===== config.mk =====
export PLATFORM = sky130hd
export DESIGN_NAME = bcrt_queue
export DESIGN_NICKNAME = d
export VERILOG_FILES = /design/src/design/bcrt_pkg.sv /design/src/design/bcrt_queue.sv
export SDC_FILE = /design/constraint.sdc
export NUM_CORES = 1
export LEC_CHECK = 0
export BUFFER_PORTS_ARGS = -buffer_cell sky130_fd_sc_hd__buf_2
export CAP_MARGIN = 40
export CELL_PAD_IN_SITES_DETAIL_PLACEMENT = 1
export CELL_PAD_IN_SITES_GLOBAL_PLACEMENT = 1
export CORE_MARGIN = 2
export CORE_UTILIZATION = 50
export CTS_CLUSTER_DIAMETER = 150
export DETAILED_ROUTE_END_ITERATION = 6
export PLACE_DENSITY = 0.81
export SYNTH_ARGS = -nofsm -noshare
export SYNTH_HDL_FRONTEND = slang
export SYNTH_SLANG_ARGS = --single-unit
export TNS_END_PERCENT = 10

===== constraint.sdc =====
create_clock -name i_clk -period 5.6 [get_ports i_clk]
set_clock_uncertainty 0.15 [all_clocks]
set_input_delay 1.12 -clock i_clk [delete_from_list [all_inputs] [get_ports i_clk]]
set_output_delay 1.12 -clock i_clk [all_outputs]
set_load 0.01 [all_outputs]

===== src/design/bcrt_pkg.sv =====
`default_nettype none

package bcrt_pkg;

    localparam int CFG_ADDR_W = 3;
    localparam int CFG_DATA_W = 32;
    localparam int Q_DEPTH    = 4;
    localparam int Q_PTR_W    = $clog2(Q_DEPTH);
    localparam int Q_CNT_W    = $clog2(Q_DEPTH + 1);

    // Rotation terms are Q2.30; matrix entries are carried on 36 bits.
    localparam int  ROT_FRAC = 30;
    localparam int  MAT_W    = 36;
    localparam logic signed [MAT_W-1:0] MAT_ONE = MAT_W'(64'sd1 <<< ROT_FRAC);

    typedef enum logic [CFG_ADDR_W-1:0] {
        CFG_ROT_W    = 3'd0,
        CFG_ROT_X    = 3'd1,
        CFG_ROT_Y    = 3'd2,
        CFG_ROT_Z    = 3'd3,
        CFG_SHIFT_X  = 3'd4,
        CFG_SHIFT_Y  = 3'd5,
        CFG_SHIFT_Z  = 3'd6,
        CFG_BOX_HALF = 3'd7
    } t_cfg_reg;

    typedef struct packed {
        logic signed [31:0] rot_w;
        logic signed [31:0] rot_x;
        logic signed [31:0] rot_y;
        logic signed [31:0] rot_z;
        logic signed [31:0] shift_x;
        logic signed [31:0] shift_y;
        logic signed [31:0] shift_z;
        logic        [30:0] box_half_size;
    } t_cfg;

    typedef struct packed {
        logic signed [31:0] pt_x;
        logic signed [31:0] pt_y;
        logic signed [31:0] pt_z;
    } t_in_item;

    typedef struct packed {
        logic signed [31:0] out_x;
        logic signed [31:0] out_y;
        logic signed [31:0] out_z;
        logic               in_box;
    } t_out_item;

    // Item as classified by the front end.
    typedef struct packed {
        t_in_item pt;
        logic     in_box;
    } t_mid_item;

endpackage

`default_nettype wire


===== src/design/bcrt_queue.sv =====
`default_nettype none

module bcrt_queue (
    input  wire logic                 i_clk,
    input  wire logic                 i_rst_n,
    input  wire logic                 i_wr,
    input  wire bcrt_pkg::t_mid_item  i_wr_item,
    output logic                      o_full,
    input  wire logic                 i_rd,
    output bcrt_pkg::t_mid_item       o_rd_item,
    output logic                      o_empty
);

    bcrt_pkg::t_mid_item                 r_mem [bcrt_pkg::Q_DEPTH];
    logic [bcrt_pkg::Q_PTR_W-1:0]        r_wr_ptr, r_rd_ptr;
    logic [bcrt_pkg::Q_CNT_W-1:0]        r_cnt;
    logic                                do_wr, do_rd;

    assign o_full  = (r_cnt == bcrt_pkg::Q_CNT_W'(bcrt_pkg::Q_DEPTH));
    assign o_empty = (r_cnt == '0);
    assign do_wr   = i_wr && !o_full;
    assign do_rd   = i_rd && !o_empty;

    always_ff @(posedge i_clk) begin
        if (!i_rst_n) begin
            r_wr_ptr <= '0;
            r_rd_ptr <= '0;
            r_cnt    <= '0;
        end else begin
            if (do_wr) begin
                r_wr_ptr <= r_wr_ptr + 1'b1;
            end
            if (do_rd) begin
                r_rd_ptr <= r_rd_ptr + 1'b1;
            end
            if (do_wr && !do_rd) begin
                r_cnt <= r_cnt + 1'b1;
            end else if (do_rd && !do_wr) begin
                r_cnt <= r_cnt - 1'b1;
            end
        end
    end

    always_ff @(posedge i_clk) begin
        if (do_wr) begin
            r_mem[r_wr_ptr] <= i_wr_item;
        end
    end

    assign o_rd_item = r_mem[r_rd_ptr];

endmodule

`default_nettype wire


==> results.cfg <==
[min_path]
hold_depth = 2
hp-class = flop to flop
min_from = r_wr_ptr[1]$_SDFFE_PN0P_
hold_path_end = r_wr_ptr[1]$_SDFFE_PN0P_

[synth]
synthTopCellsByArea = edfxtp_1 81%, mux4_2 15%, dfxtp_1 1.2%
synthDominantCellAreaShare = 0.806
synth-seq-cells = 397
syn_inst = 555
synthXorXnorAreaFrac = 0.00242
yosysSeqAreaShare = 0.818
synth_compound_area_frac = 0.00199
synthAdderAreaFrac = 0.00571
syn_avg_cell_area_um2 = 26.0
synth_cell_types = 23
synth_mux_area_frac = 0.153
synth_top_family_by_area = multiplexers
yosysWarnings = 0
synth_fp_nets = 662
synth.cell_area_mm2 = 0.0145
synth_area_leader_cell = edfxtp_1
synth-simple-area-share = 0.00666

[timing]
fmax_ghz = 0.265
fin_hold_ws_ns = 0.364
setup_viol_count_final = 0
finalCriticalPeriod_ns = 3.78
worst_slew_pin_slew_ns = 0.545
hold_viol_final = 0
setup-tns-final_ns = 0
final_max_slew_viol_count = 0
slew_headroom = 0.636
rsz0062_at_grt = no
period_share = 0.675

[setup_path]
worst_path_max_delay_cell = dfxtp_4
reg2reg_to = r_mem[0][81]$_DFFE_PP_
crit_buf_inv = 3
cp-end-kind = output port
path_cells = buf_16 > buf_4 > mux4_2 > buf_2
reg2reg_from = r_cnt[0]$_SDFFE_PN0P_
critical_path_arrival_ns = 2.51
critPathMaxFanout = 43
cp_top_family = buffers and inverters
worstSetupPathType = flop to output port
ff2ff_setup_slack_ns = 2.82
r2r_cells = 5
cp.required_ns = 4.33
startpoint_type = flop
crit_path_max_incr_delay_ns = 0.67

[global_route]
grt_max_degree = 56
grt_pass1_wl_mm = 47.3
gr-usage-all-layers = 0.211
gr-total-overflow = 0
antenna_found_initial = 10
grt_pass1_vias = 7429

[floorplanning]
fp.dieH_um = 174
coreArea_mm2 = 0.0285
rows = 62
die_w_um = 174
io_pins = 200
start_util = 0.506
die_area_mm2 = 0.0303

[pwr]
power_leakage_nw = 5.79
powerDensity_mw_per_mm2 = 466
irDropWorstVdd_mv = 0.250

[status]
status = finished, final reports clean

[final_layout]
finalInstanceArea_mm2 = 0.0173
area.growth.synth_to_final_pct = 19.6
drive_above_1_share = 0.462
final_common_cell = edfxtp_1
layout_common_cells = 388 x edfxtp_1, 199 x buf_2, 97 x mux4_2
nets = 897

[cts]
clk_latency_ns = 0.52
clock_tree.root_cell = clkbuf_16
cts.sinks = 397
h-tree-depth = 2
path_clk_slew_ns = 0.06
cts_buffer_depth = 3
ctsResizeCount = 0
cts-buffers-inserted = 41
hold_buffers = 0
post-cts-setup-buffer-count = 0
cts_tree = yes

[place]
placed_area_mm2 = 0.0161
routabilityCongestion = 0.717
portBuffers = 199
dp.final_hpwl_mm = 20.8

[routing]
wl_per_cell_um = 25.7
drt-vias-per-instance = 5.51
first_pass_iters = 4
totalWireLength_mm = 31.1
drt_iter0_drc = 592
via_count = 6668
ant_nets = 0
post-route-drc-count = 0

[job]
maxCapViolCount = 0
worst max path at each step:
stage	endpoint	slack [ns]	from	cells after the start
final	o_rd_item[16]	1.82	flop	4
after global routing	o_rd_item[16]	1.67	flop	4
after CTS	o_rd_item[21]	1.76	flop	4
after detailed placement	r_mem[0][68]$_DFFE_PP_	2.16	i_wr	5
after global placement	r_mem[0][30]$_DFFE_PP_	2.11	i_wr	4
after floorplan	r_mem[0][0]$_DFFE_PP_	1.23	i_wr	3
layer usage:
metal | track usage | vias up | part of all wire
met1 | 0.286 | 3529 | 0.41
met3 | 0.0531 | 44 | 0.068
met4 | 0.0497 | 8 | 0.016
li1 | - | 2868 | -
met2 | 0.349 | 219 | 0.50
met5 | 0 | - | 0.0018
sequential cells by signal (all words and copies together), names as in the netlist, named ones only:
name      count
r_wr_ptr      2
r_rd_ptr      2
r_cnt         3
r_mem       388
cells in the mapped netlist:
master    instances
edfxtp_1        388
mux4_2           97
buf_2            11
dfxtp_1           9
and2_1            8
clkbuf_1          8
ha_1              5
buf_8             4
nand2_1           4
inv_1             3
mux2i_1           3
xnor2_1           3
nor2b_1           2
a21boi_0          1
buf_6             1
fa_1              1
nor3_1            1
nor3b_1           1
o21ai_0           1
o311ai_0          1
o31ai_1           1
or3_1             1
xor2_1            1
cell families after synthesis:
logic type / after synthesis
flops: 397
mux: 100
buf+inv: 27
simple gates: 17
fa+ha+maj: 6
compound gates: 4
xor+xnor: 4
cell type report:
type / instances / area (um^2)
sequential: 397 / 11800
timing repair buffer: 216 / 1260
antenna: 7 / 17.5
tap: 384 / 480
clock buffer: 51 / 1110
clock inverter: 21 / 111
multi-input combinational: 131 / 2470
inverter: 3 / 11.3
fill: 2473 / 11300
where the power goes:
part | total (mW) | internal [mW] | switching (mW) | leakage [nW]
logic | 1.84 | 0.887 | 0.953 | 1.56
registers | 3.75 | 3.61 | 0.138 | 3.63
clock network | 2.47 | 1.40 | 1.07 | 0.604
total | 8.05 | 5.90 | 2.16 | 5.79
worst register-to-register path: cells and delay by family (launching register included):
family,cells,cell delay (ns)
buffers and inverters,2,0.68
AND/OR/NAND/NOR,3,1.14
flip-flops,1,0.47
metrics by stage:
stage          power [mW]  utilization  setup WS (ns)  instances
3_3_place_gp         5.54        0.557           2.11       1125
3_5_place_dp         5.69        0.562           2.16       1131
5_1_grt              8.38        0.605           1.67       1205
2_1_floorplan        4.95            -           1.23        555
4_1_cts              8.16        0.605           1.76       1203
6_report             8.05        0.606           1.82       1210
No activity file was read; power rests on OpenSTA's default activity.
