<file path="src/design/bcrt_pkg.sv">
`default_nettype none

package bcrt_pkg;

    localparam int CFG_ADDR_W = 3;
    localparam int CFG_DATA_W = 32;
    localparam int Q_DEPTH    = 4;
    localparam int Q_PTR_W    = $clog2(Q_DEPTH);
    localparam int Q_CNT_W    = $clog2(Q_DEPTH + 1);

    // Rotation terms are Q2.30; matrix entries are carried on 36 bits.
    localparam int  ROT_FRAC = 30;
    localparam int  MAT_W    = 36;
    localparam logic signed [MAT_W-1:0] MAT_ONE = MAT_W'(64'sd1 <<< ROT_FRAC);

    typedef enum logic [CFG_ADDR_W-1:0] {
        CFG_ROT_W    = 3'd0,
        CFG_ROT_X    = 3'd1,
        CFG_ROT_Y    = 3'd2,
        CFG_ROT_Z    = 3'd3,
        CFG_SHIFT_X  = 3'd4,
        CFG_SHIFT_Y  = 3'd5,
        CFG_SHIFT_Z  = 3'd6,
        CFG_BOX_HALF = 3'd7
    } t_cfg_reg;

    typedef struct packed {
        logic signed [31:0] rot_w;
        logic signed [31:0] rot_x;
        logic signed [31:0] rot_y;
        logic signed [31:0] rot_z;
        logic signed [31:0] shift_x;
        logic signed [31:0] shift_y;
        logic signed [31:0] shift_z;
        logic        [30:0] box_half_size;
    } t_cfg;

    typedef struct packed {
        logic signed [31:0] pt_x;
        logic signed [31:0] pt_y;
        logic signed [31:0] pt_z;
    } t_in_item;

    typedef struct packed {
        logic signed [31:0] out_x;
        logic signed [31:0] out_y;
        logic signed [31:0] out_z;
        logic               in_box;
    } t_out_item;

    // Item as classified by the front end.
    typedef struct packed {
        t_in_item pt;
        logic     in_box;
    } t_mid_item;

endpackage

`default_nettype wire

</file>
<file path="src/design/bcrt_front.sv">
`default_nettype none

module bcrt_front (
    input  wire logic                               i_clk,
    input  wire logic                               i_rst_n,
    input  wire logic                               push,
    output logic                                    full,
    input  wire bcrt_pkg::t_in_item                 i_pt,
    input  wire logic                               i_cfg_wr_en,
    input  wire logic [bcrt_pkg::CFG_ADDR_W-1:0]    i_cfg_addr,
    input  wire logic [bcrt_pkg::CFG_DATA_W-1:0]    i_cfg_wr_data,
    input  wire logic                               i_q_full,
    output logic                                    o_q_wr,
    output bcrt_pkg::t_mid_item                     o_q_item,
    output bcrt_pkg::t_cfg                          o_cfg
);

    bcrt_pkg::t_cfg r_cfg;
    logic [31:0]    mag_x, mag_y, mag_z;
    logic [31:0]    half;

    always_ff @(posedge i_clk) begin
        if (!i_rst_n) begin
            r_cfg.rot_w         <= 32'sh4000_0000;
            r_cfg.rot_x         <= '0;
            r_cfg.rot_y         <= '0;
            r_cfg.rot_z         <= '0;
            r_cfg.shift_x       <= '0;
            r_cfg.shift_y       <= '0;
            r_cfg.shift_z       <= '0;
            r_cfg.box_half_size <= '0;
        end else if (i_cfg_wr_en) begin
            unique case (bcrt_pkg::t_cfg_reg'(i_cfg_addr))
                bcrt_pkg::CFG_ROT_W:    r_cfg.rot_w         <= i_cfg_wr_data;
                bcrt_pkg::CFG_ROT_X:    r_cfg.rot_x         <= i_cfg_wr_data;
                bcrt_pkg::CFG_ROT_Y:    r_cfg.rot_y         <= i_cfg_wr_data;
                bcrt_pkg::CFG_ROT_Z:    r_cfg.rot_z         <= i_cfg_wr_data;
                bcrt_pkg::CFG_SHIFT_X:  r_cfg.shift_x       <= i_cfg_wr_data;
                bcrt_pkg::CFG_SHIFT_Y:  r_cfg.shift_y       <= i_cfg_wr_data;
                bcrt_pkg::CFG_SHIFT_Z:  r_cfg.shift_z       <= i_cfg_wr_data;
                bcrt_pkg::CFG_BOX_HALF: r_cfg.box_half_size <= i_cfg_wr_data[30:0];
                default: ;
            endcase
        end
    end

    // Magnitudes as unsigned 32 bit; the most negative value maps to 2^31.
    assign mag_x = i_pt.pt_x[31] ? (~i_pt.pt_x + 32'd1) : i_pt.pt_x;
    assign mag_y = i_pt.pt_y[31] ? (~i_pt.pt_y + 32'd1) : i_pt.pt_y;
    assign mag_z = i_pt.pt_z[31] ? (~i_pt.pt_z + 32'd1) : i_pt.pt_z;
    assign half  = {1'b0, r_cfg.box_half_size};

    assign full            = i_q_full;
    assign o_q_wr          = push && !i_q_full;
    assign o_q_item.pt     = i_pt;
    assign o_q_item.in_box = (mag_x < half) && (mag_y < half) && (mag_z < half);
    assign o_cfg           = r_cfg;

endmodule

`default_nettype wire

</file>
<file path="config.mk">
export PLATFORM = sky130hd
export DESIGN_NAME = bcrt_front
export DESIGN_NICKNAME = d
export VERILOG_FILES = /design/src/design/bcrt_pkg.sv /design/src/design/bcrt_front.sv
export SDC_FILE = /design/constraint.sdc
export NUM_CORES = 1
export LEC_CHECK = 0
export ABC_AREA = 1
export ABC_CLOCK_PERIOD_IN_PS = 2100
export BUFFER_PORTS_ARGS = -buffer_cell sky130_fd_sc_hd__buf_4
export CORE_MARGIN = 2
export CORE_UTILIZATION = 30
export CTS_BUF_LIST = sky130_fd_sc_hd__clkbuf_4
export DETAILED_ROUTE_END_ITERATION = 10
export GPL_TIMING_DRIVEN = 0
export MAX_ROUTING_LAYER = met4
export PLACE_DENSITY = 0.65
export SETUP_SLACK_MARGIN = 0.2
export SYNTH_ARGS = -nofsm -noshare
export SYNTH_HDL_FRONTEND = slang
export SYNTH_SLANG_ARGS = --single-unit
</file>
<file path="constraint.sdc">
create_clock -name i_clk -period 2.1 [get_ports i_clk]
set_input_delay 0 -clock i_clk [delete_from_list [all_inputs] [get_ports i_clk]]
set_output_delay 0 -clock i_clk [all_outputs]
set_load 0.05 [all_outputs]
</file>
==> results.md <==
Run status:
- The run finished, with violations left.
- The checks that failed: setup timing.

Yosys:
- The number of distinct library cells after synthesis is 40.
- After synthesis, the mean cell area works out to 7.01 um2.
- The cell count after synthesis is between 2000 and 2500.
- The cell area that synthesis handed to floorplanning was 14100 um2.
- Synthesis produced a netlist with a net count of ~2200.
- The sequential cell area fraction in the yosys report is between 30% and 40%.
- Counting flops and latches in the post-synthesis netlist gives between 200 and 300.
- During synthesis, Yosys emitted a total of 0 warnings.

Floorplanning:
- The floorplan has 79 rows.
- In this run the standard cell core region covers around 47000 um2.
- The overall die height is roughly 220 um.
- For this configuration, the core starts out at a cell density of 30.4%.
- The I/O pin count is roughly 500.
- The die outline area is roughly 49000 um2.
- The overall die width is about 220 um.

Power:
- IR analysis of the VDD net gives a maximum drop of around 0.46 mV.
- The total leakage power is roughly 0.0099 uW.
- For this design the ratio of total power to cell area is around 650 nW/um2.

STA:
- Static timing analysis puts the maximum clock frequency at 383 MHz.
- For the pin with the worst max-slew slack, the measured transition is roughly 890 ps.
- The hold violation total from the final report is 0.
- Setup repair after global routing could not meet its margin everywhere.
- Setup violations remaining at the end of the flow were counted as 1.
- The final worst slack is -513 ps.
- The tightest slew margin relative to the limit is 40.7%.
- Counting I/O delays and the setup requirement, the final critical path takes between 2000 and 3000 ps.
- The final-layout setup total negative slack is -513 ps.
- The final hold slack is ~120 ps.
- The final clock skew is 0 ps.
- The share of the clock period used by the worst path is 124%.
- The final max-slew violation count was 0.

Clock tree:
- The clock transition at the registers of the reported paths is 60 ps.
- The CTS root buffer is sky130_fd_sc_hd__clkbuf_4.
- For the worst-skew pair, the clock arrives at the later sink with an insertion delay of 750 ps.
- TritonCTS built the clock tree.
- The deepest clock path buffer count is 3.
- The H-tree generated during clock tree synthesis spans 3 levels.
- Clock tree synthesis inserted a total of 68 buffers.
- Clock tree synthesis found a total of ~260 sinks.

Final layout:
- The layout overhead on the synthesized area is 45.3%.
- Summing all multi-input logic gate instances after layout gives a little under 8000 um2.
- The fraction of final layout cells with drive strength greater than 1 is between 30% and 40%.
- For this run, the number of standard cells in the final layout without fillers is 3290.
- The flip-flop count of the largest register after layout is approximately 260.
- The net total in the final layout is approximately 2900.
- The post-layout instance area is about 21000 um2.
- The layout has about 4700 filler cells.
- Summing all flip-flop and latch instances after layout gives roughly 5100 um2.

Global route:
- The number of global-route vias before repair is ~16000.
- The aggregate global-route resource usage is 26.0%.
- The global-route wire length before repair is 94800 um.
- Entering global routing, the biggest net connects 12 pins.
- The total congestion overflow after global routing is 0.
- The number of antenna violations at the first check in global routing is 2.

Routing:
- The routed wire length per instance is between 15 and 20 um.
- The post-route DRC violation count is 0.
- After the first detailed-routing iteration, the DRC count stood at approximately 830.
- The count of nets left with antenna violations once routing finished came out at 0.
- The number of iterations in the first detailed-routing pass is 7.
- The detailed-route wire length is 63900 um.
- The final route contains ~16000 vias.
- The per-cell via count in the routed design is between 4 and 5.

Worst setup path:
- Walking the worst path, the cells encountered are buf_4 -> nor2_1 -> nand2_2 -> nor3_1 -> inv_1 -> nor2_1 -> a31oi_1 -> xor2_1 -> ha_1 -> nand2_1 -> a21oi_1 -> o21ai_1 -> nand2_1 -> nand4_1 -> nand2_1 -> nor2_1 -> nand2_1 -> nor2_4 -> buf_8.
- Together, buffers and inverters on the worst path number 3.
- The critical path required time is 2100 ps.
- On the worst path, the slowest cell contributes a delay of approximately 300 ps.
- The top fanout value on the critical path is 4.
- Among the stages of the critical path, the cell type that occurs most often is sky130_fd_sc_hd__nand2_1.
- On the critical path the largest part of the delay comes from simple AND/OR/NAND/NOR gates.
- The startpoint type of the worst setup path is an input port.
- The worst setup path is captured at an output port.
- The arrival time at the worst endpoint is 2610 ps.
- The slowest library cell on the worst path is sky130_fd_sc_hd__nor3_1.
- The category of the critical setup timing path is input port to output port.

Place:
- After detailed placement, the total cell area comes to between 15000 and 20000 um2.
- In this run, placement finished with an instance count of between 3000 and 4000.
- Once detailed placement completed, the half-perimeter wirelength came to around 50000 um.
- The total of buffers placed on input and output ports is around 460.
- The global placer's final weighted congestion is approximately 0.93.

Job:
- Max-cap violations in this run came to 0.

Hold path:
- In this run the worst hold path is classified as input port to flip-flop.
==> final cells by class <==
class | count | share of cell area [%]
multi-input combinational | 1425 | 38.5
sequential | 255 | 24.9
timing repair buffer | 538 | 20.3
buffer | 213 | 5.69
tap | 607 | 3.70
clock buffer | 87 | 3.18
inverter | 125 | 2.44
clock inverter | 38 | 1.20
antenna | 2 | 0.0244
==> kinds of logic after synthesis <==
family	Yosys count	synth area share [%]
XOR/XNOR	82	5.08
adder cells (fa/ha/maj)	93	8.23
AO/OA/AOI/OAI	398	14.7
flip-flops	255	36.1
buffers and inverters	338	11.6
AND/OR/NAND/NOR	852	24.3
==> repair_timing <==
action,in CTS,in global routing
hold buffers,43,0
hold endpoints to repair,255,0
gates resized for setup,122,38
pin swaps,50,41
endpoints found under the setup margin,1,75
buffers inserted,28,11
==> tightest hold or removal path, stage by stage <==
cell                            delay, ps
sky130_fd_sc_hd__dlygate4sd3_1        530
sky130_fd_sc_hd__buf_4                170
sky130_fd_sc_hd__nor2_1                60
sky130_fd_sc_hd__nor2_1                80
==> per-layer routing <==
metal	vias up	wire length (um)	global-route usage [%]
met5	-	0	-
met4	0	2530	11.6
met3	155	5450	7.30
met2	723	32300	46.5
met1	7571	23600	26.4
li1	7680	-	-
==> cells in the mapped netlist <==
| cell | number | area, um2 |
|---|---|---|
| sky130_fd_sc_hd__a21o_1 | 2 | 15.0 |
| sky130_fd_sc_hd__a21oi_1 | 83 | 415 |
| sky130_fd_sc_hd__a31oi_1 | 4 | 25.0 |
| sky130_fd_sc_hd__and3_1 | 2 | 12.5 |
| sky130_fd_sc_hd__buf_1 | 31 | 116 |
| sky130_fd_sc_hd__buf_2 | 1 | 5.00 |
| sky130_fd_sc_hd__buf_4 | 98 | 736 |
| sky130_fd_sc_hd__clkbuf_1 | 83 | 312 |
| sky130_fd_sc_hd__clkinv_1 | 1 | 3.75 |
| sky130_fd_sc_hd__dfxtp_1 | 255 | 5100 |
| sky130_fd_sc_hd__ha_1 | 93 | 1160 |
| sky130_fd_sc_hd__inv_1 | 122 | 458 |
| sky130_fd_sc_hd__inv_2 | 2 | 7.51 |
| sky130_fd_sc_hd__nand2_1 | 163 | 612 |
| sky130_fd_sc_hd__nand2_2 | 1 | 6.26 |
| sky130_fd_sc_hd__nand2_4 | 1 | 11.3 |
| sky130_fd_sc_hd__nand3_1 | 41 | 205 |
| sky130_fd_sc_hd__nand3_2 | 2 | 20.0 |
| sky130_fd_sc_hd__nand3b_1 | 1 | 7.51 |
| sky130_fd_sc_hd__nand4_1 | 20 | 125 |
| sky130_fd_sc_hd__nand4_2 | 1 | 12.5 |
| sky130_fd_sc_hd__nor2_1 | 586 | 2200 |
| sky130_fd_sc_hd__nor2_2 | 3 | 18.8 |
| sky130_fd_sc_hd__nor2_4 | 3 | 33.8 |
| sky130_fd_sc_hd__nor3_1 | 16 | 80.1 |
| sky130_fd_sc_hd__nor3_2 | 3 | 30.0 |
| sky130_fd_sc_hd__nor3b_1 | 1 | 7.51 |
| sky130_fd_sc_hd__nor3b_2 | 1 | 12.5 |
| sky130_fd_sc_hd__nor4_1 | 3 | 18.8 |
| sky130_fd_sc_hd__o211ai_1 | 2 | 15.0 |
| sky130_fd_sc_hd__o21a_1 | 7 | 52.6 |
| sky130_fd_sc_hd__o21ai_0 | 285 | 1430 |
| sky130_fd_sc_hd__o21ai_1 | 3 | 15.0 |
| sky130_fd_sc_hd__o21ai_2 | 4 | 35.0 |
| sky130_fd_sc_hd__o31ai_1 | 6 | 45.0 |
| sky130_fd_sc_hd__o31ai_4 | 1 | 21.3 |
| sky130_fd_sc_hd__o41ai_1 | 1 | 8.76 |
| sky130_fd_sc_hd__or2_2 | 4 | 25.0 |
| sky130_fd_sc_hd__xnor2_1 | 25 | 219 |
| sky130_fd_sc_hd__xor2_1 | 57 | 499 |
==> power by group <==
part | total, uW | switching (uW) | internal (uW)
clock network | 4680 | 2320 | 2360
registers | 5110 | 101 | 5010
logic | 3610 | 2390 | 1220
total | 13400 | 4810 | 8580
==> placed cells by master, fill, tap and decap left out, drive strengths merged <==
cell type and n:
a21o 2, a21oi 83, a31oi 4, and3 2
buf 625, bufinv 3, clkbuf 170, clkinv 31
clkinvlp 2, dfxtp 255, diode 2, dlygate4sd3 43
ha 93, inv 127, nand2 165, nand3 43
nand3b 1, nand4 21, nor2 592, nor3 19
nor3b 2, nor4 3, o211ai 2, o21a 7
o21ai 292, o31ai 7, o41ai 1, or2 4
xnor2 25, xor2 57
==> per-stage QoR <==
step / setup slack [ps] / power (uW) / utilization, %
floorplan: -118 / 7380 / -
global placement: -1050 / 8540 / 39.5
detailed placement: -1060 / 8600 / 39.5
CTS: -515 / 13400 / 43.7
global route: -715 / 14000 / 44.1
finish: -513 / 13400 / 44.1
==> path summary, 6_finish.rpt <==
kind / from / end / slack (ps) / cells past startpoint
max: i_pt[9] / o_q_item[0] / -510 / 19
min: i_cfg_wr_data[31] / o_cfg[62]$_SDFFE_PN0P_ / 120 / 4
max reg2reg: o_cfg[254]$_SDFFE_PN0P_ / o_cfg[254]$_SDFFE_PN0P_ / 900 / 3
min reg2reg: o_cfg[253]$_SDFFE_PN1P_ / o_cfg[253]$_SDFFE_PN1P_ / 500 / 2
No activity file was read; power rests on OpenSTA's default activity.
